### src/rtl/ovn_pkg.sv
`timescale 1ns / 1ps
// ----------------------------------------------------------------------------
// ovn_pkg
// Shared types, codes and constants of the octave value noise unit.
// ----------------------------------------------------------------------------
package ovn_pkg;

   localparam int DEF_TABLE_DEPTH   = 256;
   localparam int DEF_MAX_OCTAVES   = 8;
   localparam int DEF_FRACTION_BITS = 16;

   localparam int COORD_W    = 32;
   localparam int INDEX_W    = 8;
   localparam int NOISE_W    = 16;
   localparam int AMP_W      = 16;
   localparam int PERS_W     = 17;
   localparam int FREQ_W     = 24;
   localparam int COUNT_W    = 4;
   localparam int OCT_W      = 5;
   localparam int CSR_IDX_W  = 3;
   localparam int CSR_DATA_W = 32;

   // lattice cell is 32 bits, reduced one nibble per stage
   localparam int RED_STAGES  = 8;
   localparam int FADE_STAGES = 5;
   localparam int DIV_STAGES  = 8;

   // quintic fade 6t^5 - 15t^4 + 10t^3
   localparam int FADE_C5 = 6;
   localparam int FADE_C4 = 15;
   localparam int FADE_C3 = 10;

   localparam logic [COUNT_W-1:0]    RST_OCTAVE_COUNT   = 4'd1;
   localparam logic [PERS_W-1:0]     RST_PERSISTENCE    = 17'd32768;
   localparam logic [FREQ_W-1:0]     RST_BASE_FREQUENCY = 24'd65536;
   localparam logic [AMP_W-1:0]      RST_BASE_AMPLITUDE = 16'd256;
   localparam logic [COORD_W-1:0]    RST_PHASE_OFFSET   = 32'd0;

   typedef enum logic [CSR_IDX_W-1:0] {
      CSR_OCTAVE_COUNT   = 3'd0,
      CSR_PERSISTENCE    = 3'd1,
      CSR_BASE_FREQUENCY = 3'd2,
      CSR_BASE_AMPLITUDE = 3'd3,
      CSR_PHASE_OFFSET   = 3'd4
   } csr_reg_type;

   typedef enum logic {
      ACTION_LOAD     = 1'b0,
      ACTION_EVALUATE = 1'b1
   } action_type;

   typedef struct packed {
      logic                      busy;
      logic [OCT_W-1:0]          octaves;
      logic [FREQ_W-1:0]         freq;
      logic signed [COORD_W-1:0] offset;
   } cfg_type;

   typedef struct packed {
      logic valid;
      logic evaluate;
   } meta_type;

endpackage

### src/rtl/ovn_weights.sv
`timescale 1ns / 1ps
// ----------------------------------------------------------------------------
// ovn_weights
// Control registers, octave amplitude chain and total weight.
// ----------------------------------------------------------------------------
module ovn_weights #(
   parameter int MAX_OCTAVES = ovn_pkg::DEF_MAX_OCTAVES
) (
   input  logic                                    clock,
   input  logic                                    reset,
   input  logic                                    csr_write,
   input  logic [ovn_pkg::CSR_IDX_W-1:0]           csr_index,
   input  logic [ovn_pkg::CSR_DATA_W-1:0]          csr_wdata,
   output ovn_pkg::cfg_type                        cfg,
   output logic [ovn_pkg::AMP_W-1:0]               amp [MAX_OCTAVES],
   output logic [ovn_pkg::AMP_W+$clog2(MAX_OCTAVES+1)-1:0] weight
);

   localparam int WGT_W  = ovn_pkg::AMP_W + $clog2(MAX_OCTAVES + 1);
   localparam int SETTLE = 2 * MAX_OCTAVES + 2;
   localparam int SET_W  = $clog2(SETTLE + 1);
   localparam int OCT_W  = ovn_pkg::OCT_W;

   logic [ovn_pkg::COUNT_W-1:0] count_ff;
   logic [ovn_pkg::PERS_W-1:0]  pers_ff;
   logic [ovn_pkg::FREQ_W-1:0]  freq_ff;
   logic [ovn_pkg::AMP_W-1:0]   bamp_ff;
   logic [ovn_pkg::COORD_W-1:0] offset_ff;
   logic [SET_W-1:0]            settle_ff;

   always_ff @(posedge clock) begin
      if (reset) begin
         count_ff  <= ovn_pkg::RST_OCTAVE_COUNT;
         pers_ff   <= ovn_pkg::RST_PERSISTENCE;
         freq_ff   <= ovn_pkg::RST_BASE_FREQUENCY;
         bamp_ff   <= ovn_pkg::RST_BASE_AMPLITUDE;
         offset_ff <= ovn_pkg::RST_PHASE_OFFSET;
         settle_ff <= SET_W'(SETTLE);
      end else if (csr_write) begin
         unique case (ovn_pkg::csr_reg_type'(csr_index))
            ovn_pkg::CSR_OCTAVE_COUNT:   count_ff  <= csr_wdata[ovn_pkg::COUNT_W-1:0];
            ovn_pkg::CSR_PERSISTENCE:    pers_ff   <= csr_wdata[ovn_pkg::PERS_W-1:0];
            ovn_pkg::CSR_BASE_FREQUENCY: freq_ff   <= csr_wdata[ovn_pkg::FREQ_W-1:0];
            ovn_pkg::CSR_BASE_AMPLITUDE: bamp_ff   <= csr_wdata[ovn_pkg::AMP_W-1:0];
            ovn_pkg::CSR_PHASE_OFFSET:   offset_ff <= csr_wdata[ovn_pkg::COORD_W-1:0];
            default: ;
         endcase
         settle_ff <= SET_W'(SETTLE);
      end else if (settle_ff != '0) begin
         settle_ff <= settle_ff - 1'b1;
      end
   end

   // derived values ripple down registered chains after every write
   logic [OCT_W-1:0]          octaves_ff, octaves_in;
   logic [ovn_pkg::AMP_W-1:0] amp_ff  [MAX_OCTAVES];
   logic [ovn_pkg::AMP_W-1:0] amp_in  [MAX_OCTAVES];
   logic [WGT_W-1:0]          wsum_ff [MAX_OCTAVES];
   logic [WGT_W-1:0]          weight_ff, weight_in;
   logic [ovn_pkg::AMP_W+ovn_pkg::PERS_W-1:0] grow;

   always_comb begin
      if (count_ff == '0) begin
         octaves_in = OCT_W'(1);
      end else if (OCT_W'(count_ff) > OCT_W'(MAX_OCTAVES)) begin
         octaves_in = OCT_W'(MAX_OCTAVES);
      end else begin
         octaves_in = OCT_W'(count_ff);
      end
   end

   always_comb begin
      grow = '0;
      amp_in[0] = bamp_ff;
      for (int i = 1; i < MAX_OCTAVES; i++) begin
         grow = amp_ff[i-1] * pers_ff;
         if (grow[ovn_pkg::AMP_W+ovn_pkg::PERS_W-1:32] != '0) begin
            amp_in[i] = '1;
         end else begin
            amp_in[i] = grow[31:16];
         end
      end
   end

   always_comb begin
      weight_in = wsum_ff[0];
      for (int i = 0; i < MAX_OCTAVES; i++) begin
         if (OCT_W'(i + 1) == octaves_ff) begin
            weight_in = wsum_ff[i];
         end
      end
   end

   always_ff @(posedge clock) begin
      octaves_ff <= octaves_in;
      weight_ff  <= weight_in;
      wsum_ff[0] <= WGT_W'(amp_ff[0]);
      for (int i = 0; i < MAX_OCTAVES; i++) begin
         amp_ff[i] <= amp_in[i];
      end
      for (int i = 1; i < MAX_OCTAVES; i++) begin
         wsum_ff[i] <= wsum_ff[i-1] + WGT_W'(amp_ff[i]);
      end
   end

   assign cfg.busy    = (settle_ff != '0);
   assign cfg.octaves = octaves_ff;
   assign cfg.freq    = freq_ff;
   assign cfg.offset  = $signed(offset_ff);
   assign amp         = amp_ff;
   assign weight      = weight_ff;

endmodule

### config.mk
export PLATFORM = sky130hd
export DESIGN_NAME = ovn_weights
export DESIGN_NICKNAME = d
export VERILOG_FILES = /design/src/rtl/ovn_pkg.sv /design/src/rtl/ovn_weights.sv
export SDC_FILE = /design/constraint.sdc
export NUM_CORES = 2
export LEC_CHECK = 0
export BUFFER_PORTS_ARGS = -buffer_cell sky130_fd_sc_hd__buf_2
export CAP_MARGIN = 5
export CORE_ASPECT_RATIO = 0.9
export CORE_MARGIN = 2
export CORE_UTILIZATION = 55
export DETAILED_ROUTE_END_ITERATION = 7
export PLACE_DENSITY = 0.75
export SETUP_SLACK_MARGIN = 0.2
export SLEW_MARGIN = 20
export SYNTH_ARGS = -nofsm -noshare
export SYNTH_HDL_FRONTEND = slang
export SYNTH_SLANG_ARGS = --single-unit
### constraint.sdc
create_clock -name clock -period 6.32 [get_ports clock]
set_clock_uncertainty 0.2 [all_clocks]
set_input_delay 1.264 -clock clock [delete_from_list [all_inputs] [get_ports clock]]
set_output_delay 1.264 -clock clock [all_outputs]
set_load 0.03 [all_outputs]
**Word level (Yosys, flattened, before mapping)**

Memory sizes are Yosys's and may differ from the RTL's.
Cells that the tools add are included.

- RAM bits: 160
- Input bits: 38
- Output and inout bits: 210
- Memories: 1
- Word-level logic and storage cells: 63
- Register bits: 251

Memories:

| memory | depth | bits a word | read ports | clocked after memory_dff | write ports | line | RTL |
|---|---|---|---|---|---|---|---|
| wsum_ff | 8 | 20 | 8 | 0 | 8 | ovn_weights.sv:58 | `logic [WGT_W-1:0] wsum_ff [MAX_OCTAVES];` |

- Equality and inequality tests: 11
- Multiply operators: 7
- Add/sub/neg operators: 8
- Reductions and logical operators: 10
- Mux-type cells: 8
- $lt $le $gt $ge: 1

Operators with widths:

| cell | number |
|---|---|
| multiplier 16 x 17 -> 33 bit | 7 |
| adder 20 x 16 -> 20 bit | 7 |
| 2-to-1 mux 20 bit | 7 |
| == test 3 x 5 -> 1 bit (first input constant) | 4 |
| == test 2 x 5 -> 1 bit (first input constant) | 2 |
| AND reduction 2 bit | 5 |
| == test 3 x 2 -> 1 bit (second input constant) | 2 |
| == test 4 x 5 -> 1 bit (first input constant) | 1 |
| nonzero test 5 bit | 1 |
| subtractor 5 x 1 -> 5 bit (second input constant) | 1 |
| > comparator 4 bit (second input constant) | 1 |
| zero test 4 bit | 1 |
| 2-to-1 mux 4 bit | 1 |
| OR reduction 2 bit | 2 |
| == test 3 x 1 -> 1 bit (second input constant) | 1 |
| == test 3 bit (second input constant) | 1 |
| zero test 3 bit | 1 |

**Depth between registers and ports, before layout**

- Depth in word-level cells: 8
- Mapped depth: 28
- Mapped depth without buffers: 24

**Worst setup path before layout**

OpenSTA, ideal clock, no wires.

- Kind: register -> register
- Start: register amp_ff, in the netlist amp[87]
- End: register amp_ff, in the netlist amp[66]
- Arrival: 6.727 ns
- Slack: -0.725 ns
- Setup time: 0.119 ns
- Data required time: 6.001 ns
- Path buffers: 3
- Cell stages (with the launch flop): 27
- Path through: dfxtp_1 > clkbuf_1 > clkbuf_1 > nand2_1 > fa_1 > inv_1 > fa_1 > inv_1 > fa_1 > inv_1 > fa_1 > fa_1 > inv_1 > fa_1 > inv_1 > ha_1 > a21oi_1 > nand2_1 > a221oi_1 > o2111ai_1 > o311a_1 > a31o_2 > a41oi_1 > a21oi_1 > xnor2_2 > buf_2 > nand2_1

- Longest elaborated chain between the ends: 1

Ends and longest elaborated chain:

| item | line | RTL |
|---|---|---|
| start, declared | ovn_weights.sv:56 | `logic [ovn_pkg::AMP_W-1:0] amp_ff [MAX_OCTAVES];` |
| start signal, assigned by index | ovn_weights.sv:99 | `amp_ff[i] <= amp_in[i];` |
| multiplier 16 x 17 -> 33 bit | ovn_weights.sv:76 | `grow = amp_ff[i-1] * pers_ff;` |

Every way passes these cells.
A chain may end at the register's enable or synchronous reset.

**Worst setup path after layout**

- Start: register pers_ff[11] (netlist name)
- End: register amp_ff, in the netlist amp[94]

- Longest elaborated chain between the ends: 1

Ends and longest elaborated chain:

| item | line | RTL |
|---|---|---|
| start, declared | ovn_weights.sv:25 | `logic [ovn_pkg::PERS_W-1:0] pers_ff;` |
| start signal, assigned | ovn_weights.sv:34 | `pers_ff <= ovn_pkg::RST_PERSISTENCE;` |
| start signal, assigned | ovn_weights.sv:42 | `ovn_pkg::CSR_PERSISTENCE: pers_ff <= csr_wdata[ovn_pkg::PERS_W-1:0];` |
| multiplier 16 x 17 -> 33 bit | ovn_weights.sv:76 |  |

Every way passes these cells.

==> metrics.csv <==
metric,value,unit
status,"complete, but fails checks",
violations,negative setup slack,
grt_overflow_total,0,
netlist_area,74900,um2
worst_r2r_path_depth,25,
die_h,354,um
r2r_setup_slack,-0.42,ns
period_minus_slack,6.74,ns
synth.most_common_cell,inv_1,
reg2reg_to,amp[94]$_SDFF_PP1_,
grt_max_degree,73,
synth_cells,8393,
drive_gt1_frac,0.162,
holdPathStages,0,
hold_start,bamp_ff[0]$_SDFFE_PP0P_,
grtUsageMet3,0.0577,
p_sw_frac,0.378,
routed_wl,219000,um
initial_core_util,0.554,
clk_pin_slew_worst_paths,0.07,ns
yosysTopAreaCellShare,0.389,
ys_ff_latch,400,
drc,0,
tightest_slew,1.13,ns
syn_nets,10700,
synth_top_area_cell,fa_1,
p_per_area,104,nW/um2
drv_slew,0,
cts_tree,yes,
max_stage_delay,0.54,ns
cp_common_cell,fa_1,
crit_type,register to register,
p_comb_frac,0.322,
hold_viol_final,0,
clock_path_buffers,3,
ys_seq_area_frac,0.107,
synth_common_cells,"1659 x inv_1, 1456 x fa_1, 1349 x nand2_1",
ys_types,83,
p_int,5.59,mW
dr.pass1.iters,7,
coreArea,135000,um2
gp_routability_congestion,0.939,
worstSetupEndpointType,register,
fin_nets,11300,
power_switching,3.40,mW
ant_nets,0,
grtUsageMet2,0.531,
cts_hold_buffers,0,
grt_pass1_vias,64700,
min_period_over_period,1.07,
postSynth.asyncResetShare,0,
viasPerCell,5.55,
cts_max_level,2,
clock_latency,0.64,ns
grt_usage,0.319,
hold_end,amp[112]$_DFF_P_,
grt_first_pass_wirelength,348000,um
drtIter0Drc,4566,
synth_area_leaders,"fa_1 39%, ha_1 14%, dfxtp_1 11%, inv_1 8.3%, and2_1 7.4%",
critical_path.max_fanout,7,
pin_count,248,
ys_warn_count,0,
busiest_layer,met2,
numCtsBuffers,44,
wl_per_cell,20.3,um
dpl.hpwl,172000,um
total_power,8.99,mW
rr_startpoint,pers_ff[11]$_SDFFE_PP0P_,
postSynthAreaPerCell,8.92,um2
die_width,393,um
p_clk_frac,0.309,
critPathLaunchType,register,
irDropWorstVdd,0.210,mV
worst_slack,-0.419,ns
antenna_found_initial,0,
cts.sinks,400,
synth_edf_count,0,
rsz0062_at_grt,true,
num_rows,128,
crit_arrival,7.06,ns
num_vias,59900,
cts-root-buf,clkbuf_16,
fmax,148,MHz
io_buffer_count,246,
synthFlopType,dfxtp_1,
p_seq_frac,0.369,
worstPathRequired,6.64,ns
die-area,139000,um2
gr-usage-met1,0.410,
final-setup-viol-count,112,
crit_slowest_cell,fa_1,
cap_viol_max_count,0,
final_util,0.640,
syn2layout_area_growth,15.6,%
min_path_type,register to register,
p_leak,45.7,nW
slew_headroom,0.244,
flip-flops by register name, indices dropped and copies added (netlist names):
| signal | cells |
|---|---|
| settle_ff | 5 |
| pers_ff | 17 |
| freq_ff | 24 |
| count_ff | 4 |
| offset_ff | 32 |
| wsum_ff | 150 |
| bamp_ff | 16 |
| amp | 128 |
| weight | 20 |
| octaves_ff | 4 |
layer usage:
layer | vias to the layer above | share of wire
li1 | 26500 | -
met1 | 30100 | 0.39
met2 | 2738 | 0.47
met3 | 631 | 0.090
met4 | 0 | 0.050
met5 | - | 0
worst max-delay path by stage:
stage | start | endpoint | slack [ns] | cells after the start
6_report | pers_ff[11]$_SDFFE_PP0P_ | amp[94]$_SDFF_PP1_ | -0.42 | 25
4_1_cts | pers_ff[7]$_SDFFE_PP0P_ | amp[21]$_SDFF_PP1_ | -0.28 | 21
2_1_floorplan | amp[88]$_SDFF_PP1_ | amp[75]$_SDFF_PP1_ | -0.06 | 25
3_3_place_gp | pers_ff[7]$_SDFFE_PP0P_ | amp[15]$_SDFF_PP1_ | -0.54 | 23
5_1_grt | pers_ff[5]$_SDFFE_PP0P_ | amp[94]$_SDFF_PP1_ | -0.56 | 26
3_5_place_dp | pers_ff[6]$_SDFFE_PP0P_ | amp[15]$_SDFF_PP1_ | -0.66 | 24
cells by family after synthesis:
family	after synthesis	synth area share
other cells	1	0.0000501
flops	400	0.107
compound gates	720	0.0606
mux	27	0.00364
buf+inv	2066	0.104
simple gates	2715	0.176
xor+xnor	181	0.0213
fa+ha+maj	2283	0.528
through the flow:
| step | setup slack (ns) | hold slack (ns) | std cells | instance area, um2 | setup TNS, ns |
|---|---|---|---|---|---|
| 2_1_floorplan | -0.0628 | 0.128 | 8393 | 76400 | -0.366 |
| 3_3_place_gp | -0.536 | 0.131 | 10600 | 82200 | -25.90 |
| 3_5_place_dp | -0.660 | 0.137 | 10600 | 82200 | -37.71 |
| 4_1_cts | -0.278 | 0.142 | 10800 | 85300 | -22.78 |
| 5_1_grt | -0.564 | 0.150 | 10800 | 86600 | -53.71 |
| 6_report | -0.419 | 0.133 | 10800 | 86600 | -32.22 |
area by class of cell:
class	count	area [um2]
Multi-Input combinational cell	5928	60600
Clock inverter	25	284
Antenna cell	2	5.00
Fill cell	10700	48600
Clock buffer	56	1230
Inverter	1659	6230
Tap cell	1820	2280
Sequential cell	400	8310
Timing Repair Buffer	900	7590
critical path: cells and delay by family, from the launching register on:
kind	cells	cell delay, ns
buffers and inverters	7	0.77
AOI/OAI and AO/OA	9	1.95
and+or+nand+nor	2	0.12
DFF	1	0.39
adders and majority gates	7	3.19
layout by cell type, fill, tap and decap left out, drive strengths merged, types with 28 or more instances in the layout:
master / n
inv: 1665
fa: 1456
nand2: 1349
buf: 895
and2: 883
ha: 827
dfxtp: 400
a21oi: 282
nor2: 164
o21ai: 130
xnor2: 126
a21o: 69
nand3: 65
clkbuf: 61
nor3: 56
xor2: 55
a211oi: 49
and3: 40
nand2b: 33
nor2b: 28
o21a: 28
power by group through the flow:
| stage | Clock, mW | Combinational [mW] | Sequential [mW] |
|---|---|---|---|
| floorplan | 0 | 1.77 | 3.24 |
| global placement | 0 | 2.63 | 3.35 |
| detailed placement | 0 | 2.74 | 3.35 |
| CTS | 2.79 | 2.81 | 3.29 |
| global route | 2.89 | 3.19 | 3.33 |
| finish | 2.77 | 2.90 | 3.32 |
repair_timing:
item | 4_1_cts | 5_1_grt
pin swaps | 79 | 140
setup endpoints to repair | 112 | 112
cloned | 10 | 5
gates resized for setup | 160 | 235
buffers inserted | 76 | 31
Power figures use the tool's default switching activity.
