<file path="src/rtl/ovn_pkg.sv">
`timescale 1ns / 1ps
// ----------------------------------------------------------------------------
// ovn_pkg
// Shared types, codes and constants of the octave value noise unit.
// ----------------------------------------------------------------------------
package ovn_pkg;

   localparam int DEF_TABLE_DEPTH   = 256;
   localparam int DEF_MAX_OCTAVES   = 8;
   localparam int DEF_FRACTION_BITS = 16;

   localparam int COORD_W    = 32;
   localparam int INDEX_W    = 8;
   localparam int NOISE_W    = 16;
   localparam int AMP_W      = 16;
   localparam int PERS_W     = 17;
   localparam int FREQ_W     = 24;
   localparam int COUNT_W    = 4;
   localparam int OCT_W      = 5;
   localparam int CSR_IDX_W  = 3;
   localparam int CSR_DATA_W = 32;

   // lattice cell is 32 bits, reduced one nibble per stage
   localparam int RED_STAGES  = 8;
   localparam int FADE_STAGES = 5;
   localparam int DIV_STAGES  = 8;

   // quintic fade 6t^5 - 15t^4 + 10t^3
   localparam int FADE_C5 = 6;
   localparam int FADE_C4 = 15;
   localparam int FADE_C3 = 10;

   localparam logic [COUNT_W-1:0]    RST_OCTAVE_COUNT   = 4'd1;
   localparam logic [PERS_W-1:0]     RST_PERSISTENCE    = 17'd32768;
   localparam logic [FREQ_W-1:0]     RST_BASE_FREQUENCY = 24'd65536;
   localparam logic [AMP_W-1:0]      RST_BASE_AMPLITUDE = 16'd256;
   localparam logic [COORD_W-1:0]    RST_PHASE_OFFSET   = 32'd0;

   typedef enum logic [CSR_IDX_W-1:0] {
      CSR_OCTAVE_COUNT   = 3'd0,
      CSR_PERSISTENCE    = 3'd1,
      CSR_BASE_FREQUENCY = 3'd2,
      CSR_BASE_AMPLITUDE = 3'd3,
      CSR_PHASE_OFFSET   = 3'd4
   } csr_reg_type;

   typedef enum logic {
      ACTION_LOAD     = 1'b0,
      ACTION_EVALUATE = 1'b1
   } action_type;

   typedef struct packed {
      logic                      busy;
      logic [OCT_W-1:0]          octaves;
      logic [FREQ_W-1:0]         freq;
      logic signed [COORD_W-1:0] offset;
   } cfg_type;

   typedef struct packed {
      logic valid;
      logic evaluate;
   } meta_type;

endpackage

</file>
<file path="src/rtl/ovn_divider.sv">
`timescale 1ns / 1ps
// ----------------------------------------------------------------------------
// ovn_divider
// Pipelined restoring divider, two quotient bits per stage.
// ----------------------------------------------------------------------------
module ovn_divider #(
   parameter int TOT_W = 36,
   parameter int WGT_W = 20
) (
   input  logic                        clock,
   input  logic                        reset,
   input  logic                        advance,
   input  logic [TOT_W-1:0]            total,
   input  logic [WGT_W-1:0]            weight,
   output logic [ovn_pkg::NOISE_W-1:0] quotient
);

   localparam int Q_W      = ovn_pkg::NOISE_W;
   localparam int STAGES   = ovn_pkg::DIV_STAGES;
   localparam int BITS_PER = ovn_pkg::NOISE_W / ovn_pkg::DIV_STAGES;
   localparam int DIV_W    = WGT_W + ovn_pkg::NOISE_W;

   logic [DIV_W-1:0] rem_ff  [STAGES];
   logic [WGT_W-1:0] div_ff  [STAGES];
   logic [Q_W-1:0]   quo_ff  [STAGES];
   logic             zero_ff [STAGES];

   for (genvar j = 0; j < STAGES; j++) begin : g_stage
      logic [DIV_W-1:0] rem_src, rem_in;
      logic [WGT_W-1:0] div_src;
      logic [Q_W-1:0]   quo_src, quo_in;
      logic             zero_src;

      if (j == 0) begin : g_first
         assign rem_src  = DIV_W'(total);
         assign div_src  = weight;
         assign quo_src  = '0;
         assign zero_src = (weight == '0);
      end else begin : g_next
         assign rem_src  = rem_ff[j-1];
         assign div_src  = div_ff[j-1];
         assign quo_src  = quo_ff[j-1];
         assign zero_src = zero_ff[j-1];
      end

      always_comb begin
         logic [DIV_W-1:0] trial;
         rem_in = rem_src;
         quo_in = quo_src;
         for (int b = 0; b < BITS_PER; b++) begin
            trial = DIV_W'(div_src) << (Q_W - 1 - (j * BITS_PER + b));
            if (rem_in >= trial) begin
               rem_in = rem_in - trial;
               quo_in[Q_W - 1 - (j * BITS_PER + b)] = 1'b1;
            end
         end
      end

      always_ff @(posedge clock) begin
         if (advance) begin
            rem_ff[j]  <= rem_in;
            div_ff[j]  <= div_src;
            quo_ff[j]  <= quo_in;
            zero_ff[j] <= zero_src;
         end
      end
   end

   // no weight at all gives zero noise
   assign quotient = zero_ff[STAGES-1] ? '0 : quo_ff[STAGES-1];

`ifndef SYNTHESIS
   a_divisor_captured: assert property (@(posedge clock) disable iff (reset)
      advance |=> (div_ff[0] === $past(weight)))
      else $error("divisor not captured on advance");
`endif

endmodule

</file>
<file path="config.mk">
export PLATFORM = sky130hd
export DESIGN_NAME = ovn_divider
export DESIGN_NICKNAME = d
export VERILOG_FILES = /design/src/rtl/ovn_pkg.sv /design/src/rtl/ovn_divider.sv
export SDC_FILE = /design/constraint.sdc
export NUM_CORES = 1
export LEC_CHECK = 0
export BUFFER_PORTS_ARGS = -buffer_cell sky130_fd_sc_hd__buf_2
export CAP_MARGIN = 30
export CORE_MARGIN = 4
export CORE_UTILIZATION = 30
export CTS_BUF_LIST = sky130_fd_sc_hd__clkbuf_8 sky130_fd_sc_hd__clkbuf_16
export DETAILED_ROUTE_END_ITERATION = 7
export GPL_ROUTABILITY_DRIVEN = 0
export MAX_ROUTING_LAYER = met4
export PLACE_DENSITY = 0.46
export SYNTH_ARGS = -nofsm -noshare
export SYNTH_HDL_FRONTEND = slang
export SYNTH_SLANG_ARGS = --single-unit
</file>
<file path="constraint.sdc">
create_clock -name clock -period 14.7 [get_ports clock]
set_clock_uncertainty 0.15 [all_clocks]
set_input_delay 1.47 -clock clock [delete_from_list [all_inputs] [get_ports clock]]
set_output_delay 1.47 -clock clock [all_outputs]
set_load 0.02 [all_outputs]
</file>
* After elaboration in Yosys (flattened, before gate mapping) *
Memories as Yosys holds them, arrays and structs flattened.
Cells that the tools add are included.

word-level totals
  input bits = 59
  bits in writable memories = 584
  logic and storage cells = 72
  output and inout port bits = 16
  flip-flop bits (word level) = 0
  memories = 4

cells by class
  reductions and logical operators = 1
  add/sub/neg operators = 16
  mux-type cells = 35
  order comparisons = 16

memory list
  name     depth  width  rd ports  clocked after Yosys merged registers in  write ports  line               text
  rem_ff   8      36     7         0                                        8            ovn_divider.sv:23  logic [DIV_W-1:0] rem_ff [STAGES];
  div_ff   8      20     7         0                                        8            ovn_divider.sv:24  logic [WGT_W-1:0] div_ff [STAGES];
  quo_ff   8      16     8         0                                        8            ovn_divider.sv:25  logic [Q_W-1:0] quo_ff [STAGES];
  zero_ff  8      1      8         0                                        8            ovn_divider.sv:26  logic zero_ff [STAGES];

operator list
  operator                                                        count
  36-bit 2-to-1 mux                                               16
  36-bit by 20-bit greater-or-equal comparator with 1-bit output  1
  36-bit by 21-bit greater-or-equal comparator with 1-bit output  1
  36-bit by 22-bit greater-or-equal comparator with 1-bit output  1
  36-bit by 23-bit greater-or-equal comparator with 1-bit output  1
  36-bit by 24-bit greater-or-equal comparator with 1-bit output  1
  36-bit by 25-bit greater-or-equal comparator with 1-bit output  1
  36-bit by 26-bit greater-or-equal comparator with 1-bit output  1
  36-bit by 27-bit greater-or-equal comparator with 1-bit output  1
  36-bit by 28-bit greater-or-equal comparator with 1-bit output  1
  36-bit by 29-bit greater-or-equal comparator with 1-bit output  1
  36-bit by 30-bit greater-or-equal comparator with 1-bit output  1
  36-bit by 31-bit greater-or-equal comparator with 1-bit output  1
  36-bit by 32-bit greater-or-equal comparator with 1-bit output  1
  36-bit by 33-bit greater-or-equal comparator with 1-bit output  1
  36-bit by 34-bit greater-or-equal comparator with 1-bit output  1
  36-bit by 35-bit greater-or-equal comparator with 1-bit output  1
  36-bit by 20-bit subtractor with 36-bit output                  1
  36-bit by 21-bit subtractor with 36-bit output                  1
  36-bit by 22-bit subtractor with 36-bit output                  1
  36-bit by 23-bit subtractor with 36-bit output                  1
  36-bit by 24-bit subtractor with 36-bit output                  1
  36-bit by 25-bit subtractor with 36-bit output                  1
  36-bit by 26-bit subtractor with 36-bit output                  1
  other kinds (12)                                                29

* Depth between registers and ports, before layout *
Gate-level depths: netlist (run 1).
An unclocked memory read counts as a cell.

  depth in word-level cells = 5
  depth in mapped cells = 29
  mapped depth without buffers = 27

* Least setup slack after synthesis (run 1) *
Ideal clock, no wire load.

  path kind = input -> register
  start point = input weight[1]
  end point = memory rem_ff[0][27] in the netlist's numbering, data pin
  required time = 14.290 ns
  path slack = 7.078 ns
  setup time = 0.260 ns
  arrival time = 7.212 ns
  path buffers = 2
  stages on the path = 24
  cells stage by stage = inv_1 -> ha_1 -> nor2b_1 -> o21ai_0 -> a21boi_0 -> o21ai_0 -> nor2b_1 -> o211ai_1 -> a21oi_1 -> clkbuf_1 -> o21ai_0 -> fa_1 -> a21o_1 -> a21oi_1 -> nor2b_1 -> o21a_1 -> o41ai_1 -> o21ai_1 -> a211o_1 -> o221a_2 -> o31a_1 -> nor4b_1 -> buf_2 -> mux2_2

RTL lines
  element      line               text
  from (decl)  ovn_divider.sv:14  input logic [WGT_W-1:0] weight,
  to (decl)    ovn_divider.sv:23

==> reports/metrics.cfg, run 1 <==
[status]
result_of_the_run=finished, final reports clean

[layout]
final_core_util_pct=33.79
layout-area-overhead-vs-synth_pct=11.18
final_net_count=4218
post-route-cell-area_mm2=0.04011
n_fill_cell=12200
final_cell_mix=sky130_fd_sc_hd__edfxtp_1 (472), sky130_fd_sc_hd__ha_1 (320), sky130_fd_sc_hd__nand2_1 (299), sky130_fd_sc_hd__a21oi_1 (296), sky130_fd_sc_hd__nor2_1 (296)
drive_gt1_share_pct=8.926
most_frequent_standard_cell_in_the_layout_excluding_fill_and_tap_cells=sky130_fd_sc_hd__edfxtp_1

[logic_synthesis]
synth_enable_flop_cells=472
post_synth_instance_area_mm2=0.03607
synth-seq-cells=472
synth_async_sr_flop_share_pct=0
mean_syn_cell_area_um2=9.627
yosysWarningCount=0
synthesis.instances=3747
synthesis.nets=4141
library_cells_used_by_synthesis=86
synth_ff_type=sky130_fd_sc_hd__edfxtp_1
seq_area_frac_synth_pct=39.29

[setup_path]
critical_path_sink_type=register
crit_type=register to register
cp.arrival_ns=8.30
worst_r2r_path_depth=23
regToRegSetupSlack_ns=6.60
critPathLaunch=div_ff[3][1]
critPathCapture=rem_ff[4][11]
critical_path_peak_fanout=40
worstReg2RegStart=div_ff[3][1]
critical_path.startpoint_type=register
reg2reg_to=rem_ff[4][11]
critical_path_required_ns=14.90

[power_and_ir_drop]
vdd_ir_drop_max_v=0.0001100
powerDensity_mw_per_mm2=245.7
static-leakage-power_nw=15.69

[placed_design]
postPlaceCellArea_mm2=0.03838
place.detailed.hpwl_um=79610
buffers_on_ports=73

[cts]
post_cts_buffers=0
post_cts_resize_count=0
h-tree-depth=2
tritoncts=built
clk_latency_ns=0.62
clock_tree_buffer_depth=3
cts_inserted_buffers=54
clk_pin_slew_worst_paths_ns=0.06
cts.sink_count=472
clock_root_cell=sky130_fd_sc_hd__clkbuf_16
ctsHoldBuffers=0

[sta]
finalCriticalPeriod_ns=8.097
slew_headroom_pct=39.68
timing_hold_violations_final=0
tns_ns=0
grt_setup_unrepaired=false
final_min_period_over_clock_period_pct=55.08
timing_worst_slew_pin_value_ns=0.9048
finalMaxSlewViolations=0
setup-violations-final=0
timing.fmax_mhz=123.5

[grt]
antenna_found_initial=3
grt_util_all_layers_pct=15.70
grt_pass1_wl_um=153600
pin_count_of_the_biggest_net_entering_global_routing=141
globalRouteOverflowTotal=0
grt_pass1_vias=27360

[die]
fp.dieH_um=354.8
core_mm2=0.1187
chipWidth_um=354.8
floorplan.die_area_mm2=0.1259
number_of_top_level_design_ports=75
floorplan.initialDensity_pct=30.39
fp-row-count=126

[routing]
drt-total-wl_um=97770
routed-via-count=27300
viasPerCell=4.992
drc_viols=0
antenna_violating_nets_post_route=0
detail_route.first_pass.iterations=5
drtIter0Drc=1529
routed_wire_length_per_instance_um=17.88

[worst_hold_path]
timing.hold.worst.class=register to register

[job]
max_cap_viol_count=0

-- through the flow --
step                cells  hold WS (ns)  power (mW)  worst slack [ns]
finish               5468        0.2662       9.855             6.603
detailed placement   5368        0.2545       8.536             6.493
global route         5467        0.2715       10.77             6.134
floorplan            3747        0.2503       7.149             7.078
global placement     5364        0.2505       8.540             6.526
CTS                  5465        0.2674       9.929             6.461
-- where the power goes --
group          leakage [nW]  total (mW)  switching [mW]  internal [mW]
Combinational          10.3        6.20            3.42           2.78
Clock                 0.880        1.31           0.550          0.764
Sequential             4.54        2.34           0.254           2.08
-- per-layer routing --
layer  global-route usage [%]  share of wire, %  wire [µm]
met2                    28.08                50      49020
met1                    18.78                45      43520
met4                    4.338               2.7       2662
met5                        -                 0          0
met3                    1.603               2.6       2568
-- logic make-up (layout without fill, tap and decap cells) --
| family | Yosys count | count (layout) | share of synthesized area [%] |
|---|---|---|---|
| other cells | 0 | 3 | 0 |
| buf+inv | 356 | 474 | 3.829 |
| flops | 472 | 472 | 39.29 |
| compound gates | 980 | 980 | 17.04 |
| xor+xnor | 310 | 310 | 7.527 |
| simple gates | 1145 | 1145 | 15.70 |
| mux | 149 | 149 | 4.686 |
| fa+ha+maj | 335 | 335 | 11.93 |
-- worst max-delay path, cell delays in order (launching register included) --
cell	delay, ns
sky130_fd_sc_hd__edfxtp_1	0.39
sky130_fd_sc_hd__inv_1	0.19
sky130_fd_sc_hd__ha_1	0.28
sky130_fd_sc_hd__nor2b_1	0.14
sky130_fd_sc_hd__o31a_1	0.27
sky130_fd_sc_hd__o221ai_1	0.46
sky130_fd_sc_hd__a31oi_1	0.36
sky130_fd_sc_hd__nor4_4	0.22
sky130_fd_sc_hd__buf_4	0.31
sky130_fd_sc_hd__inv_2	0.25
sky130_fd_sc_hd__nor2_1	0.15
sky130_fd_sc_hd__a21oi_1	0.11
sky130_fd_sc_hd__fa_1	0.47
sky130_fd_sc_hd__a21oi_1	0.19
sky130_fd_sc_hd__o21ai_0	0.14
sky130_fd_sc_hd__a2111oi_0	0.72
sky130_fd_sc_hd__o31ai_1	0.29
sky130_fd_sc_hd__a21o_1	0.27
sky130_fd_sc_hd__a211o_1	0.33
sky130_fd_sc_hd__a221oi_1	0.72
sky130_fd_sc_hd__o31ai_1	0.21
sky130_fd_sc_hd__or4_1	0.54
sky130_fd_sc_hd__buf_4	0.29
sky130_fd_sc_hd__mux2_4	0.35
-- sequential cells by signal, indices dropped and copies added (netlist names) --
register	flops
quo_ff	72
div_ff	140
rem_ff	252
zero_ff	8
-- cell usage after synthesis, drive strengths merged (35+ instances only) --
cell type,n,area share (%)
a21o,105,2.2
or3,35,0.61
nor2b,54,0.94
nand4,65,1.1
clkbuf,54,0.56
a21oi,297,4.1
ha,320,11
mux2,129,4.1
edfxtp,472,39
nand2,299,3.1
nand2b,40,0.69
nand3,79,1.1
nor2,298,3.1
inv,277,2.9
nor3,74,1.0
xnor2,199,4.8
nor4,43,0.80
o21ai,235,3.3
a211oi,49,1.0
xor2,111,2.7
o21a,56,1.2
-- area by class of cell --
| class | instances | area (µm²) | area share [%] |
|---|---|---|---|
| multi-input combinational | 2919 | 20540 | 51.22 |
| sequential | 472 | 14170 | 35.34 |
| tap | 1600 | 2002 | 4.991 |
| clock buffer | 57 | 1426 | 3.556 |
| inverter | 277 | 1040 | 2.592 |
| clock inverter | 40 | 290.3 | 0.7238 |
| antenna | 3 | 7.507 | 0.01872 |
| timing repair buffer | 100 | 623.1 | 1.554 |
-- worst min path at each step --
| stage | from | endpoint | slack [ns] | depth (start not counted) |
|---|---|---|---|---|
| detailed placement | quo_ff[0][31] | quo_ff[0][47] | 0.25 | 0 |
| CTS | quo_ff[0][59] | quo_ff[1][11] | 0.27 | 0 |
| global placement | zero_ff[0][1] | zero_ff[0][2] | 0.25 | 0 |
| finish | quo_ff[0][59] | quo_ff[1][11] | 0.27 | 0 |
| floorplan | quo_ff[0][14] | quo_ff[0][30] | 0.25 | 0 |
| global route | quo_ff[1][22] | quo_ff[1][38] | 0.27 | 0 |
Power figures use the tool's default switching activity.
==> run 2, diff against run 1 <==
==> constraint.sdc (replaced) <==
create_clock -name clock -period 8.38 [get_ports clock]
set_clock_uncertainty 0.15 [all_clocks]
set_input_delay 0.838 -clock clock [delete_from_list [all_inputs] [get_ports clock]]
set_output_delay 0.838 -clock clock [all_outputs]
set_load 0.02 [all_outputs]
==> run 2 against run 1 <==
Cell count rose by 0.53%. Sequential power is 76% higher. Non-clock buffer count grew 23. Power rose by 82%. Worst setup slack lost 5.6 ns. Clock power rose by 100%. Register-to-register slack got worse by 5.6 ns. Via count increased by 1.5%. Die area is the same. Maximum frequency grew 9.3%. Global-route usage up 0.72 points. Critical endpoint is now rem_ff[6][35].
==> reports/metrics.cfg, run 2 (synthesis results as in run 1) <==
[setup_path]
critical_path_peak_fanout=16  ; -60%
crit_type=register to register
critical_path_required_ns=8.62  ; -6.28 ns
worstReg2RegStart=div_ff[5][10]
reg2reg_to=rem_ff[6][35]
cp.arrival_ns=7.65  ; -0.65 ns
worst_r2r_path_depth=24  ; +4.3%
critical_path_sink_type=register
critical_path.startpoint_type=register
regToRegSetupSlack_ns=0.97  ; -5.63 ns

[grt]
grt_pass1_vias=27330  ; -0.11%
grt_util_all_layers_pct=16.42  ; +0.72 points
grt_pass1_wl_um=158900  ; +3.4%
antenna_found_initial=2  ; -1
pin_count_of_the_biggest_net_entering_global_routing=164  ; +16%
globalRouteOverflowTotal=0  ; unchanged

[layout]
most_frequent_standard_cell_in_the_layout_excluding_fill_and_tap_cells=sky130_fd_sc_hd__edfxtp_1
layout-area-overhead-vs-synth_pct=12.51
final_cell_mix=sky130_fd_sc_hd__edfxtp_1 (472), sky130_fd_sc_hd__ha_1 (320), sky130_fd_sc_hd__nand2_1 (299), sky130_fd_sc_hd__a21oi_1 (296), sky130_fd_sc_hd__nor2_1 (296)
final_net_count=4247  ; +0.69%
drive_gt1_share_pct=9.854  ; +0.93 points
num_antenna_cells=0  ; -3
largest_register_ff_count=252  ; unchanged
reg_top3=rem_ff: 252 flops, div_ff: 140 flops, quo_ff: 72 flops
top_register=rem_ff
n_fill_cell=12210  ; +0.12%

[routing]
antenna_violating_nets_post_route=0  ; unchanged
routed_wire_length_per_instance_um=18.63  ; +4.2%
detail_route.first_pass.iterations=5  ; unchanged
drtIter0Drc=1567  ; +2.5%
routed-via-count=27720  ; +1.5%
drt-total-wl_um=102400  ; +4.7%
viasPerCell=5.042  ; +1.0%
drc_viols=0  ; unchanged

[power_and_ir_drop]
static-leakage-power_nw=15.94  ; +1.6%
comb_power_share_pct=62.3  ; -0.6 points
vdd_ir_drop_max_v=0.0002435  ; +120%
power.internal_mw=10.16  ; +80%
powerDensity_mw_per_mm2=440.8  ; +79%
p_sw_share_pct=43.23  ; +0.34 points
p_sw_mw=7.733  ; +83%
seqPwrFrac_pct=23.0  ; -0.7 points
pwr-share-clk_pct=14.7  ; +1.4 points

[sta]
timing_worst_slew_pin_value_ns=0.9308  ; +0.02603 ns
setup-violations-final=0  ; unchanged
timing_hold_violations_final=0  ; unchanged
slew_headroom_pct=37.88  ; -1.8 points
grt_setup_unrepaired=false
finalWorstSetupSlack_ns=0.9736  ; -5.629 ns
finalCriticalPeriod_ns=7.406  ; -0.6909 ns
tns_ns=0  ; unchanged
final_min_period_over_clock_period_pct=88.38  ; +33 points
finalMaxSlewViolations=0  ; unchanged
timing.fmax_mhz=135.0  ; +9.3%

[worst_hold_path]
min_delay_path_depth=1  ; +1
timing.hold.worst.start=total[7]
terminating_pin_of_the_worst_hold_path=rem_ff[0][7]
timing.hold.worst.class=input pin to register

[cts]
tritoncts=built
clock_root_cell=sky130_fd_sc_hd__clkbuf_16
clk_latency_ns=0.67  ; +0.05 ns
post_cts_resize_count=0  ; unchanged
clock_tree_buffer_depth=3  ; unchanged
post_cts_buffers=0  ; unchanged
ctsHoldBuffers=0  ; unchanged
clk_pin_slew_worst_paths_ns=0.06  ; about the same
h-tree-depth=2  ; unchanged
cts_inserted_buffers=60  ; +11%
cts.sink_count=472  ; unchanged

[die]
chipWidth_um=354.8  ; unchanged
floorplan.die_area_mm2=0.1259  ; unchanged
floorplan.initialDensity_pct=30.39  ; unchanged
number_of_top_level_design_ports=75  ; unchanged
core_mm2=0.1187  ; unchanged
fp.dieH_um=354.8  ; unchanged
fp-row-count=126  ; unchanged

[placed_design]
buffers_on_ports=73  ; unchanged
place.detailed.hpwl_um=83020  ; +4.3%
preCtsSetupSlack_ns=0.9659  ; -5.527 ns

[job]
max_cap_viol_count=0  ; unchanged

[status]
result_of_the_run=finished, final reports clean

[run 2: final cells by class]
cell class / count / area, µm² / area share (%)
Clock buffer: 60 / 1501 / 3.699
Inverter: 277 / 1040 / 2.562
Tap cell: 1600 / 2002 / 4.933
Clock inverter: 46 / 503.0 / 1.239
Sequential cell: 472 / 14170 / 34.92
Multi-Input combinational cell: 2919 / 20540 / 50.62
Timing Repair Buffer: 123 / 820.8 / 2.022
[run 2: how the worst max path moves through the flow]
stage                  start            end  slack [ns]  cells after the start
2_1_floorplan      weight[1]  rem_ff[0][27]        1.39                     24
3_3_place_gp        total[9]  rem_ff[0][21]        0.92                     21
3_5_place_dp       weight[1]  rem_ff[0][19]        0.97                     24
4_1_cts        rem_ff[5][13]  rem_ff[6][35]        0.96                     23
5_1_grt        rem_ff[5][13]  rem_ff[6][35]        0.55                     22
6_report       div_ff[5][10]  rem_ff[6][35]        0.97                     24
[run 2: worst max-delay path: stages (launching register included)]
cell	delay, ns
sky130_fd_sc_hd__edfxtp_1	0.40
sky130_fd_sc_hd__inv_1	0.11
sky130_fd_sc_hd__ha_1	0.33
sky130_fd_sc_hd__a21oi_1	0.38
sky130_fd_sc_hd__o22ai_1	0.12
sky130_fd_sc_hd__or3_1	0.37
sky130_fd_sc_hd__o41ai_1	0.36
sky130_fd_sc_hd__buf_4	0.21
sky130_fd_sc_hd__nor3_1	0.06
sky130_fd_sc_hd__nor2_1	0.38
sky130_fd_sc_hd__buf_4	0.30
sky130_fd_sc_hd__nand2_1	0.07
sky130_fd_sc_hd__o21ai_0	0.19
sky130_fd_sc_hd__ha_1	0.34
sky130_fd_sc_hd__a21o_1	0.19
sky130_fd_sc_hd__o21bai_1	0.16
sky130_fd_sc_hd__or3_1	0.31
sky130_fd_sc_hd__o22ai_1	0.27
sky130_fd_sc_hd__o221ai_1	0.37
sky130_fd_sc_hd__a2111oi_0	0.55
sky130_fd_sc_hd__nor2_1	0.15
sky130_fd_sc_hd__a2111oi_0	0.55
sky130_fd_sc_hd__buf_4	0.20
sky130_fd_sc_hd__or4b_1	0.44
sky130_fd_sc_hd__xor2_1	0.16
[run 2: power groups by stage]
stage	Combinational [mW]	Clock, mW	Sequential (mW)
detailed placement	11.1	0	4.16
floorplan	8.62	0	3.92
global route	12.4	2.83	4.18
global placement	11.1	0	4.17
finish	11.1	2.63	4.11
CTS	11.2	2.73	4.12
[run 2: metal layers]
layer  vias to the layer above  GRT usage [%]  part of all wire (%)
met1                     13100          19.57                    44
met5                         -              -                     0
met3                       143          1.505                   2.3
li1                      14110              -                     -
met4                         0          5.074                   3.0
met2                       364          29.32                    51
[run 2: through the flow]
| step | cell area [µm²] | power, mW | cells | hold slack (ns) | utilization (%) |
|---|---|---|---|---|---|
| final | 40590 | 17.89 | 5497 | 0.2228 | 34.19 |
| after global routing | 40590 | 19.46 | 5497 | 0.1842 | 34.19 |
| after CTS | 40590 | 18.01 | 5497 | 0.1618 | 34.19 |
| after detailed placement | 38580 | 15.24 | 5391 | 0.2545 | 32.50 |
| after global placement | 38550 | 15.23 | 5390 | 0.2506 | 32.48 |
| after floorplan | 36070 | 12.54 | 3747 | 0.2503 | - |
==> run 3, diff against run 2 <==
--- a/config.mk
+++ b/config.mk
@@ -5,6 +5,7 @@
 export SDC_FILE = /design/constraint.sdc
 export NUM_CORES = 1
 export LEC_CHECK = 0
+export ABC_AREA = 1
 export BUFFER_PORTS_ARGS = -buffer_cell sky130_fd_sc_hd__buf_2
 export CAP_MARGIN = 30
 export CORE_MARGIN = 4
@@ -14,6 +15,7 @@
 export GPL_ROUTABILITY_DRIVEN = 0
 export MAX_ROUTING_LAYER = met4
 export PLACE_DENSITY = 0.46
+export SLEW_MARGIN = 20
 export SYNTH_ARGS = -nofsm -noshare
 export SYNTH_HDL_FRONTEND = slang
 export SYNTH_SLANG_ARGS = --single-unit
==> run 3 against run 2 <==
First-iteration DRC count rose by 74%. Via count rose by 29%. Sequential share of layout area fell by 3.0 points. Largest cell class unchanged. Largest power group unchanged.
==> reports/metrics.cfg, run 3 <==
[die]
floorplan.initialDensity_pct=30.33  ; -0.061 points
fp.dieH_um=373.2  ; +5.2%
floorplan.die_area_mm2=0.1393  ; +11%
core_mm2=0.1320  ; +11%
number_of_top_level_design_ports=75  ; unchanged
fp-row-count=133  ; +5.6%
chipWidth_um=373.2  ; +5.2%

[routing]
detail_route.first_pass.iterations=6  ; +1
antenna_violating_nets_post_route=0  ; unchanged
routed_wire_length_per_instance_um=17.15  ; -8.0%
viasPerCell=4.874  ; -3.3%
routed-via-count=35700  ; +29%
drt-total-wl_um=125600  ; +23%
drtIter0Drc=2731  ; +74%
drc_viols=0  ; unchanged

[setup_path]
worst_r2r_path_depth=22  ; -8.3%
critical_path_peak_fanout=30  ; +14
critical_path_sink_type=register
critical_path.startpoint_type=register
crit_type=register to register
critical_path_required_ns=8.61  ; about the same
cp.arrival_ns=6.60  ; -1.05 ns

[layout]
layout-area-overhead-vs-synth_pct=10.77
post-route-cell-area_mm2=0.04433  ; +9.2%
most_frequent_standard_cell_in_the_layout_excluding_fill_and_tap_cells=sky130_fd_sc_hd__nand2_1
final_core_util_pct=33.59  ; -0.59 points
drive_gt1_share_pct=4.956  ; -4.9 points
final_net_count=5917  ; +39%
top_register=rem_ff
reg_top3=rem_ff: 252 flops, div_ff: 140 flops, quo_ff: 72 flops
largest_register_ff_count=252  ; unchanged
final_cell_mix=sky130_fd_sc_hd__nand2_1 (1569), sky130_fd_sc_hd__inv_1 (703), sky130_fd_sc_hd__nor2_1 (527), sky130_fd_sc_hd__edfxtp_1 (472), sky130_fd_sc_hd__a21oi_1 (379)

[logic_synthesis]
synthesis.instances=5439  ; +45%
mean_syn_cell_area_um2=7.358  ; -24%
synth_enable_flop_cells=472  ; unchanged
post-synth-top-area-fraction_pct=35.42  ; -3.9 points
netlist.top_cell.by_area=sky130_fd_sc_hd__edfxtp_1
post_synth_instance_area_mm2=0.04002  ; +11%
synth_async_sr_flop_share_pct=0  ; unchanged
library_cells_used_by_synthesis=56  ; -35%
synth_compound_area_share_pct=11.78  ; -5.3 points
synth_adder_area_share_pct=10.76  ; -1.2 points
yosys-mux-area-fraction_pct=0  ; -4.7 points
seq_area_frac_synth_pct=35.42  ; -3.9 points
synth_ff_type=sky130_fd_sc_hd__edfxtp_1
post_synth_xor_area_fraction_pct=5.931  ; -1.6 points
yosysMostFrequentCell=sky130_fd_sc_hd__nand2_1
synth_top_family_by_area=simple AND/OR/NAND/NOR gates
synth-seq-cells=472  ; unchanged
cell_types_with_the_highest_counts_after_synthesis=sky130_fd_sc_hd__nand2_1 (1569), sky130_fd_sc_hd__inv_1 (692), sky130_fd_sc_hd__nor2_1 (527)
yosysWarningCount=0  ; unchanged
yosys-top-cells-area=sky130_fd_sc_hd__edfxtp_1 (35%), sky130_fd_sc_hd__nand2_1 (15%), sky130_fd_sc_hd__ha_1 (10%)
synthesis.nets=5833  ; +41%
yosys.area_share.simple_pct=28.39  ; +13 points

[sta]
timing_worst_slew_pin_value_ns=0.9152  ; -0.01560 ns
setup-violations-final=0  ; unchanged
finalMaxSlewViolations=0  ; unchanged
slew_headroom_pct=38.99  ; +1.1 points
final_min_period_over_clock_period_pct=76.02  ; -12 points
timing_hold_violations_final=0  ; unchanged
finalCriticalPeriod_ns=6.370  ; -1.036 ns
grt_setup_unrepaired=false
finalWorstSetupSlack_ns=2.010  ; +1.036 ns
tns_ns=0  ; unchanged
timing.fmax_mhz=157.0  ; +16%

[placed_design]
buffers_on_ports=73  ; unchanged
preCtsSetupSlack_ns=2.068  ; +1.102 ns
place.detailed.hpwl_um=103700  ; +25%
postPlaceCellArea_mm2=0.04234  ; +9.8%

[grt]
pin_count_of_the_biggest_net_entering_global_routing=158  ; -3.7%
grt_util_all_layers_pct=17.89  ; +1.5 points
grt_pass1_wl_um=193100  ; +22%
antenna_found_initial=1  ; -1
globalRouteOverflowTotal=0  ; unchanged
grt_pass1_vias=33550  ; +23%

[status]
result_of_the_run=finished, final reports clean

[cts]
clk_latency_ns=0.67  ; about the same
cts_inserted_buffers=59  ; -1.7%
clock_tree_buffer_depth=3  ; unchanged
tritoncts=built
post_cts_resize_count=0  ; unchanged
clock_root_cell=sky130_fd_sc_hd__clkbuf_16
cts.sink_count=472  ; unchanged
clk_pin_slew_worst_paths_ns=0.06  ; about the same
ctsHoldBuffers=0  ; unchanged
post_cts_buffers=0  ; unchanged
h-tree-depth=2  ; unchanged

[worst_hold_path]
timing.hold.worst.class=input pin to register
min_delay_path_depth=1  ; unchanged

[power_and_ir_drop]
powerDensity_mw_per_mm2=437.2  ; -0.80%
vdd_ir_drop_max_v=0.0001854  ; -24%
static-leakage-power_nw=19.76  ; +24%

[job]
max_cap_viol_count=0  ; unchanged

run 3: cell count changes after synthesis, moves of 47 or more:
cell                      delta
sky130_fd_sc_hd__a21o_1     -83
sky130_fd_sc_hd__nand3_1   +238
sky130_fd_sc_hd__xnor2_1    -63
sky130_fd_sc_hd__mux2_2    -119
sky130_fd_sc_hd__nand2_1  +1270
sky130_fd_sc_hd__o21ai_0    +92
sky130_fd_sc_hd__nor2b_1    -54
sky130_fd_sc_hd__nor2_1    +229
sky130_fd_sc_hd__o21a_1     -47
sky130_fd_sc_hd__a21oi_1    +82
sky130_fd_sc_hd__inv_1     +417
run 3: logic make-up (layout without fill, tap and decap cells):
kind of cell             after synthesis  after routing
buffers and inverters                779            909
adder cells (fa/ha/maj)              335            335
XOR/XNOR                             271            271
AND/OR/NAND/NOR                     2713           2713
flip-flops                           472            472
other                                  0              1
AO/OA/AOI/OAI                        869            869
run 3: critical path: stages (launching register included):
cell                       delay, ns
sky130_fd_sc_hd__edfxtp_1       0.51
sky130_fd_sc_hd__inv_1          0.23
sky130_fd_sc_hd__ha_1           0.32
sky130_fd_sc_hd__a21oi_1        0.22
sky130_fd_sc_hd__o21ai_0        0.14
sky130_fd_sc_hd__inv_1          0.08
sky130_fd_sc_hd__nand2_1        0.07
sky130_fd_sc_hd__a21oi_1        0.15
sky130_fd_sc_hd__nand3_2        0.47
sky130_fd_sc_hd__inv_2          0.59
sky130_fd_sc_hd__o21ai_0        0.29
sky130_fd_sc_hd__ha_1           0.44
sky130_fd_sc_hd__a21oi_1        0.33
sky130_fd_sc_hd__nand2_1        0.11
sky130_fd_sc_hd__a21oi_1        0.14
sky130_fd_sc_hd__nand2_1        0.06
sky130_fd_sc_hd__a31oi_1        0.32
sky130_fd_sc_hd__nand3_1        0.13
sky130_fd_sc_hd__nor2_1         0.14
sky130_fd_sc_hd__nand3_1        0.53
sky130_fd_sc_hd__inv_1          0.23
sky130_fd_sc_hd__buf_4          0.24
sky130_fd_sc_hd__o21ai_0        0.15
run 3: layer usage:
metal | global-route usage, % | part of all wire (%) | up-vias
li1 | - | - | 18360
met1 | 23.83 | 46 | 16410
met2 | 29.40 | 47 | 825
met3 | 2.075 | 5.1 | 118
met4 | 3.746 | 2.0 | 0
met5 | - | 0 | -
run 3: cell type report:
type                            count  area [µm²]
Tap cell                         1755        2196
Inverter                          709        2664
Multi-Input combinational cell   4188       22750
Clock buffer                       59        1476
Timing Repair Buffer               93       598.1
Sequential cell                   472       14170
Clock inverter                     48       466.7
Fill cell                       14130       87630
Antenna cell                        1       2.502
run 3: worst paths after layout:
check	start	end	slack, ns
max	div_ff[2][16]	rem_ff[3][23]	2.01
min	total[1]	rem_ff[0][1]	0.21
max reg2reg	div_ff[2][16]	rem_ff[3][23]	2.01
min reg2reg	quo_ff[0][47]	quo_ff[0][63]	0.27
run 3: power by group:
part	switching (mW)	internal, mW	total [mW]	leakage [nW]
registers	0.472	3.68	4.15	4.55
clock network	1.07	1.50	2.57	0.983
logic	8.20	4.47	12.7	14.2
total	9.74	9.64	19.4	19.8
run 3: per-stage QoR:
stage | power [mW] | hold WS, ns | cells
after floorplan | 13.51 | 0.2503 | 5439
after global placement | 16.80 | 0.2503 | 7214
after detailed placement | 16.78 | 0.2545 | 7215
after CTS | 19.46 | 0.1440 | 7322
after global routing | 21.37 | 0.1672 | 7324
final | 19.38 | 0.2089 | 7325
